File: src/hw/rtl/assert_macros.svh
// Assertion helpers shared by the RTL. They are empty in synthesis builds.
`ifndef ASSERT_MACROS_SVH
`define ASSERT_MACROS_SVH

`ifndef SYNTHESIS

// Checked on every rising clock edge, held off while reset is active.
`define ASSERT_CLK_RST(label, clk, rst_n, prop, msg) \
    label: assert property (@(posedge clk) disable iff (!rst_n) prop) else $error(msg);

// Checked on every rising clock edge, including during reset.
`define ASSERT_CLK(label, clk, prop, msg) \
    label: assert property (@(posedge clk) prop) else $error(msg);

`else

`define ASSERT_CLK_RST(label, clk, rst_n, prop, msg)

`define ASSERT_CLK(label, clk, prop, msg)

`endif

`endif

File: src/hw/rtl/atcrm_pkg.sv
package atcrm_pkg;

    // Kind of an input request, carried in s_tuser.
    localparam logic MODE_POLL = 1'b0;
    localparam logic MODE_BYTE = 1'b1;

    // Status codes reported on poll results.
    localparam logic [1:0] STATUS_WAITING = 2'd0;
    localparam logic [1:0] STATUS_OK      = 2'd1;
    localparam logic [1:0] STATUS_ERROR   = 2'd2;

    // Configuration register indexes.
    localparam logic [1:0] REG_PATTERN_BYTES  = 2'd0;
    localparam logic [1:0] REG_PATTERN_LENGTH = 2'd1;
    localparam logic [1:0] REG_RETRY_COUNT    = 2'd2;
    localparam logic [1:0] REG_WAIT_UNITS     = 2'd3;

    // Reset values of the configuration registers ("OK", two bytes, three tries).
    localparam logic [63:0] RESET_PATTERN_BYTES  = 64'd19279;
    localparam logic [3:0]  RESET_PATTERN_LENGTH = 4'd2;
    localparam logic [7:0]  RESET_RETRY_COUNT    = 8'd3;
    localparam logic [7:0]  RESET_WAIT_UNITS     = 8'd10;

    // Largest timeout value: ten polls times the largest wait unit count.
    localparam logic [11:0] TIMEOUT_MAX = 12'd2550;

    // Transaction phase, one-hot.
    typedef enum logic [2:0] {
        PH_IDLE = 3'b001,
        PH_SEND = 3'b010,
        PH_WAIT = 3'b100
    } phase_t;

endpackage

File: src/hw/rtl/at_command_retry_response_matcher.sv
// Command/response engine for a modem link.
// Input stream: s_tuser carries the request kind (0 = poll tick, 1 = received
// byte) and s_tdata carries the received byte. Every accepted request yields
// exactly one result on the output stream: m_tdata holds status, send_command
// and pattern_found. A poll steps the transaction (start, send with timeout,
// report OK or error, resend on timeout); a byte feeds the response matcher.
// m_tvalid rises in the cycle after acceptance, and one request can be
// accepted in every cycle: the next state and the result are computed by one
// level of compare and counter logic and loaded into the state and output
// registers together. s_tready drops only while a result is held in the output
// register and m_tready is low, so a stalled receiver stops the input after
// one pending result and nothing is lost. Synchronous reset puts the engine
// idle with all counters at zero and restores the configuration defaults
// (pattern "OK", length 2, three tries, ten wait units). The user is to write
// configuration through cfg_we/cfg_index/cfg_wdata while the stream is idle; not enforced.
`include "assert_macros.svh"

module at_command_retry_response_matcher #(
    parameter int PATTERN_BYTES = 8
) (
    input  logic        aclk,
    input  logic        aresetn,
    // Configuration writes.
    input  logic        cfg_we,
    input  logic [1:0]  cfg_index,
    input  logic [63:0] cfg_wdata,
    // Input requests.
    input  logic        s_tvalid,
    output logic        s_tready,
    input  logic [7:0]  s_tdata,   // [7:0] rx_byte
    input  logic        s_tuser,   // [0] mode
    // Results.
    output logic        m_tvalid,
    input  logic        m_tready,
    output logic [7:0]  m_tdata    // [1:0] status, [2] send_command,
                                   // [3] pattern_found, [7:4] zero
);

    localparam int LEN_CAP = (PATTERN_BYTES < 8) ? PATTERN_BYTES : 8;

    // Configuration registers.
    logic [63:0] pattern_bytes_reg;
    logic [3:0]  pattern_length_reg;
    logic [7:0]  retry_count_reg;
    logic [7:0]  wait_units_reg;

    // Transaction and matcher state.
    atcrm_pkg::phase_t phase_reg, phase_next;
    logic [7:0]  retries_left_reg, retries_left_next;
    logic [11:0] timeout_count_reg, timeout_count_next;
    logic        awaiting_reply_reg, awaiting_reply_next;
    logic        match_active_reg, match_active_next;
    logic [3:0]  match_remaining_reg, match_remaining_next;

    // Output register.
    logic        m_tvalid_reg;
    logic [7:0]  m_tdata_reg;

    logic        accept;
    logic [1:0]  status_next;
    logic        send_next;
    logic        found_next;
    logic [3:0]  eff_len;
    logic [11:0] timeout_dec;
    logic [11:0] timeout_load;
    logic [3:0]  byte_index;
    logic [7:0]  expected_byte;
    logic [7:0]  first_byte;

    assign s_tready = !m_tvalid_reg || m_tready;
    assign accept   = s_tvalid && s_tready;
    assign m_tvalid = m_tvalid_reg;
    assign m_tdata  = m_tdata_reg;

    // Configuration writes.
    always_ff @(posedge aclk) begin
        if (!aresetn) begin
            pattern_bytes_reg  <= atcrm_pkg::RESET_PATTERN_BYTES;
            pattern_length_reg <= atcrm_pkg::RESET_PATTERN_LENGTH;
            retry_count_reg    <= atcrm_pkg::RESET_RETRY_COUNT;
            wait_units_reg     <= atcrm_pkg::RESET_WAIT_UNITS;
        end else if (cfg_we) begin
            case (cfg_index)
                atcrm_pkg::REG_PATTERN_BYTES:  pattern_bytes_reg  <= cfg_wdata;
                atcrm_pkg::REG_PATTERN_LENGTH: pattern_length_reg <= cfg_wdata[3:0];
                atcrm_pkg::REG_RETRY_COUNT:    retry_count_reg    <= cfg_wdata[7:0];
                atcrm_pkg::REG_WAIT_UNITS:     wait_units_reg     <= cfg_wdata[7:0];
                default: ;
            endcase
        end
    end

    // Effective pattern length: zero counts as one, capped at the storage size.
    always_comb begin
        eff_len = pattern_length_reg;
        if (eff_len == 4'd0) begin
            eff_len = 4'd1;
        end
        if (eff_len > 4'(LEN_CAP)) begin
            eff_len = 4'(LEN_CAP);
        end
    end

    // Timeout helpers: count down by one, and ten times the wait units.
    assign timeout_dec  = (timeout_count_reg != 12'd0) ? timeout_count_reg - 12'd1
                                                       : timeout_count_reg;
    assign timeout_load = {1'b0, wait_units_reg, 3'b000} + {3'b000, wait_units_reg, 1'b0};

    // Pattern bytes the matcher compares against.
    assign byte_index    = eff_len - match_remaining_reg;
    assign expected_byte = pattern_bytes_reg[byte_index[2:0]*8 +: 8];
    assign first_byte    = pattern_bytes_reg[7:0];

    // Next state and result for the request at the input.
    always_comb begin
        phase_next           = phase_reg;
        retries_left_next    = retries_left_reg;
        timeout_count_next   = timeout_count_reg;
        awaiting_reply_next  = awaiting_reply_reg;
        match_active_next    = match_active_reg;
        match_remaining_next = match_remaining_reg;
        status_next          = atcrm_pkg::STATUS_WAITING;
        send_next            = 1'b0;
        found_next           = 1'b0;

        if (s_tuser == atcrm_pkg::MODE_POLL) begin
            timeout_count_next = timeout_dec;
            case (phase_reg)
                atcrm_pkg::PH_IDLE: begin
                    retries_left_next    = retry_count_reg;
                    awaiting_reply_next  = 1'b1;
                    match_active_next    = 1'b0;
                    match_remaining_next = eff_len;
                    phase_next           = atcrm_pkg::PH_SEND;
                end
                atcrm_pkg::PH_SEND: begin
                    if (retries_left_reg != 8'd0) begin
                        timeout_count_next = timeout_load;
                        send_next          = 1'b1;
                        retries_left_next  = retries_left_reg - 8'd1;
                        phase_next         = atcrm_pkg::PH_WAIT;
                    end else begin
                        phase_next          = atcrm_pkg::PH_IDLE;
                        awaiting_reply_next = 1'b0;
                        status_next         = atcrm_pkg::STATUS_ERROR;
                    end
                end
                atcrm_pkg::PH_WAIT: begin
                    if (!awaiting_reply_reg) begin
                        phase_next  = atcrm_pkg::PH_IDLE;
                        status_next = atcrm_pkg::STATUS_OK;
                    end else if (timeout_dec == 12'd0) begin
                        phase_next = atcrm_pkg::PH_SEND;
                    end
                end
                default: begin
                    phase_next  = atcrm_pkg::PH_IDLE;
                    status_next = atcrm_pkg::STATUS_ERROR;
                end
            endcase
        end else if (awaiting_reply_reg) begin
            // Naive matcher: a mismatch restarts without rechecking this byte.
            if (!match_active_reg) begin
                if (s_tdata == first_byte) begin
                    match_active_next    = 1'b1;
                    match_remaining_next = eff_len - 4'd1;
                    if (eff_len == 4'd1) begin
                        match_active_next   = 1'b0;
                        awaiting_reply_next = 1'b0;
                        found_next          = 1'b1;
                    end
                end
            end else if (match_remaining_reg == 4'd0 || match_remaining_reg >= eff_len) begin
                match_active_next = 1'b0;
            end else if (s_tdata != expected_byte) begin
                match_active_next = 1'b0;
            end else begin
                match_remaining_next = match_remaining_reg - 4'd1;
                if (match_remaining_reg == 4'd1) begin
                    match_active_next   = 1'b0;
                    awaiting_reply_next = 1'b0;
                    found_next          = 1'b1;
                end
            end
        end
    end

    // State update on each accepted request.
    always_ff @(posedge aclk) begin
        if (!aresetn) begin
            phase_reg           <= atcrm_pkg::PH_IDLE;
            retries_left_reg    <= 8'd0;
            timeout_count_reg   <= 12'd0;
            awaiting_reply_reg  <= 1'b0;
            match_active_reg    <= 1'b0;
            match_remaining_reg <= 4'd0;
        end else if (accept) begin
            phase_reg           <= phase_next;
            retries_left_reg    <= retries_left_next;
            timeout_count_reg   <= timeout_count_next;
            awaiting_reply_reg  <= awaiting_reply_next;
            match_active_reg    <= match_active_next;
            match_remaining_reg <= match_remaining_next;
        end
    end

    // Output register: loads on accept, clears once the result is taken.
    always_ff @(posedge aclk) begin
        if (!aresetn) begin
            m_tvalid_reg <= 1'b0;
        end else if (accept) begin
            m_tvalid_reg <= 1'b1;
        end else if (m_tready) begin
            m_tvalid_reg <= 1'b0;
        end
    end

    always_ff @(posedge aclk) begin
        if (accept) begin
            m_tdata_reg <= {4'b0000, found_next, send_next, status_next};
        end
    end

    // A send request always leaves the engine waiting for the reply.
    `ASSERT_CLK_RST(a_send_enters_wait, aclk, aresetn, (accept && send_next) |=> (phase_reg == atcrm_pkg::PH_WAIT), "send without entering wait phase")

    // A completed pattern ends the wait for a reply.
    `ASSERT_CLK_RST(a_found_clears_wait, aclk, aresetn, (accept && found_next) |=> !awaiting_reply_reg, "pattern found but reply still awaited")

    // The timeout count never exceeds ten polls times the largest wait unit count.
    `ASSERT_CLK_RST(a_timeout_range, aclk, aresetn, timeout_count_reg <= atcrm_pkg::TIMEOUT_MAX, "timeout count out of range")

    // Reset leaves no result pending.
    `ASSERT_CLK(a_reset_clears_valid, aclk, !aresetn |=> !m_tvalid_reg, "result valid right after reset")

endmodule

File: config.mk
export PLATFORM = sky130hd
export DESIGN_NAME = at_command_retry_response_matcher
export DESIGN_NICKNAME = d
export VERILOG_FILES = /design/src/hw/rtl/atcrm_pkg.sv /design/src/hw/rtl/at_command_retry_response_matcher.sv
export VERILOG_INCLUDE_DIRS = /design/src /design/src/hw/rtl
export SDC_FILE = /design/constraint.sdc
export NUM_CORES = 1
export LEC_CHECK = 0
export BUFFER_PORTS_ARGS = -buffer_cell sky130_fd_sc_hd__clkbuf_2
export CAP_MARGIN = 20
export CORE_MARGIN = 2
export CORE_UTILIZATION = 50
export DETAILED_ROUTE_END_ITERATION = 8
export HOLD_SLACK_MARGIN = 0.05
export PLACE_DENSITY_LB_ADDON = 0.08
export SLEW_MARGIN = 30
export SYNTH_ARGS = -nofsm -noshare
export SYNTH_HDL_FRONTEND = slang
export SYNTH_SLANG_ARGS = --single-unit
File: constraint.sdc
create_clock -name aclk -period 4.9 [get_ports aclk]
set_clock_uncertainty 0.2 [all_clocks]
set_input_delay 0.245 -clock aclk [delete_from_list [all_inputs] [get_ports aclk]]
set_output_delay 0.245 -clock aclk [all_outputs]
set_load 0.03 [all_outputs]
==> out/results.ini <==
[run_status]
outcome = finished clean

[synth]
ys_warn_count = 0
synth_top_area_share_pct = 35.9
synth.avg_cell_area_um2 = 8.06
yosys-top-cells-area = dfxtp_1 36%, nand2_1 12%, a21oi_1 8.2%
seq_area_frac_synth_pct = 37.8
syn_area_mm2 = 0.00636
async_flop_share_pct = 0
ys.flop_type = dfxtp_1
synth_cells = 789
synth_top_cell_by_area = dfxtp_1
synth_commonest_cells = 204 x nand2_1, 114 x dfxtp_1, 104 x a21oi_1, 38 x clkbuf_1, 37 x nor2_1
synth_edf_count = 4
synth_most_common_cell = nand2_1
synth_cell_types = 66
ys_seq_elements = 118

[die]
coreArea_mm2 = 0.0125
die_area_mm2 = 0.0136
pin_count = 90
rows = 41
start_util_pct = 50.8
die_h_um = 117
die_w_um = 117

[placement]
place_hpwl_um = 12500
pre_cts_ws_ns = 0.854
gp_congestion = 0.861
io_buffers = 85
post-place-cells = 1003
place_area_mm2 = 0.00683

[detailed_routing]
dr.pass1.iters = 5
drt_wl_total_um = 17800
ant_nets = 0
viasPerCell = 5.56
drt_iter0_markers = 405
drc = 0
via_count = 6124
wl_per_cell_um = 16.2

[layout]
fin_nets = 1018
largest_register_ffs = 64
fillers = 1086
synthToLayoutAreaGrowth_pct = 27.6
final_area_mm2 = 0.00812
diodes = 0
layout-drive-gt1-share_pct = 15.0
final_cells = 1101
utilization_pct = 64.9

[min_path]
min_path_cells = 4
min_to = retry_count_reg[4]
hold_path_class = in2reg
min_from = cfg_index[0]

[critical_path]
critPathArrivalTime_ns = 4.17
worstPathMaxFanout = 16
crit_path_end_kind = flip-flop
r2r_start = pattern_length_reg[2]
worstReg2RegEnd = match_remaining_reg[0]
crit_path_start_kind = flip-flop
setup.worst_path.class = reg2reg
ff2ff_setup_slack_ns = 0.84
r2r_cells = 13
cp.required_ns = 5.01

[pwr]
ir_worst_vdd_v = 0.000270
powerDensity_mw_per_mm2 = 390
p_leak_nw = 3.32
total_power_mw = 3.17

[grt]
antenna_found_initial = 0
grtUsageTotal_pct = 27.2
grt_pass1_vias = 5726
grt_max_degree = 65
grt_pass1_wl_um = 28500
overflow = 0

[sta]
period_needed_ns = 4.06
fmax_mhz = 246
worst_slack_ns = 0.839
finalMaxSlewViolations = 0
maxSlewHeadroom_pct = 43.9
period_share_pct = 82.9
whs_ns = 0.146
tns_ns = 0
setup_viol_count_final = 0
timing_hold_violations_final = 0
rsz0062_at_grt = false
worstMarginPinSlew_ns = 0.842

[clocking]
cts-resized-gates = 0
htreeDepth = 4
cts_buffers = 17
cts_root_buf = clkbuf_16
clk_pin_slew_ns = 0.06
clockBufferDepth = 2
cts_tree = yes
clkSinkCount = 118
clock_latency_ns = 0.42
cts_setup_buffers = 0

[run]
cap_violations = 0

-- report_power, final --
group | internal, mW | switching, mW | leakage [nW] | total, mW
registers | 1.02 | 0.0681 | 0.969 | 1.09
clock network | 0.835 | 0.469 | 0.296 | 1.30
logic | 0.328 | 0.444 | 2.05 | 0.772
total | 2.19 | 0.981 | 3.32 | 3.17
-- area by class of cell --
| type | count | area, um^2 | area share, % |
|---|---|---|---|
| Clock inverter | 13 | 170 | 2.10 |
| Timing Repair Buffer | 157 | 1130 | 13.9 |
| Tap cell | 172 | 215 | 2.65 |
| Sequential cell | 118 | 2400 | 29.6 |
| Clock buffer | 19 | 454 | 5.59 |
| Multi-Input combinational cell | 601 | 3670 | 45.2 |
| Inverter | 21 | 78.8 | 0.971 |
-- worst max-delay path: stages, from the launching register on --
cell      delay [ns]
dfxtp_1         0.36
nor2_1          0.05
o21ai_0         0.44
ha_1            0.25
inv_1           0.05
fa_1            0.48
buf_4           0.27
mux4_1          0.61
xnor2_1         0.18
nand2_1         0.09
a221oi_2        0.30
nand4_1         0.18
a32o_1          0.25
a32o_1          0.24
-- per-layer routing --
metal  track usage, %  part of all wire, %  routed length, um  vias up
met3             6.28                  4.8                847       40
met5                0                    0                  0        -
met4             12.2                  3.0                535        0
met1             33.2                   43               7660     2889
li1                 -                    -                  -     3011
met2             45.9                   49               8780      184
-- worst max-delay path by stage --
stage,start,endpoint,slack [ns]
floorplan,pattern_length_reg[2],match_remaining_reg[0],1.31
global placement,pattern_length_reg[2],match_remaining_reg[0],0.91
detailed placement,pattern_length_reg[2],match_remaining_reg[0],0.85
CTS,pattern_length_reg[1],match_remaining_reg[0],0.82
global route,pattern_length_reg[1],m_tdata[3],0.49
finish,pattern_length_reg[2],match_remaining_reg[0],0.84
-- logic make-up (layout without fill, tap and decap cells) --
logic type	after synthesis	after routing	synth area share, %
buf+inv	73	210	4.94
mux	28	28	8.32
flops	118	118	37.8
fa+ha+maj	22	22	4.56
xor+xnor	30	30	4.13
simple gates	330	330	22.8
compound gates	187	187	17.4
other cells	1	4	0.0590
-- repair_timing --
item                                    4_1_cts  5_1_grt
hold buffers                                 66        0
endpoints found under the setup margin        0        0
hold endpoints to repair                     85        0
-- layout by cell type, fill, tap and decap left out, types with 4 or more instances in the layout --
master / n
o31ai_1: 9
and2_1: 5
a211oi_1: 4
conb_1: 4
xnor2_1: 18
a21oi_1: 104
inv_1: 20
dlygate4sd3_1: 66
mux2i_1: 12
clkbuf_16: 18
dfxtp_1: 114
a22oi_1: 5
xor2_1: 12
nor3_1: 11
nand2_1: 204
o21ai_0: 30
clkbuf_2: 85
mux4_1: 13
nor4_1: 5
nand2b_1: 6
nor2b_1: 8
nand3_1: 23
edfxtp_1: 4
nand4_1: 6
nor2_1: 37
buf_4: 6
ha_1: 20
No activity file was read; power rests on OpenSTA's default activity.
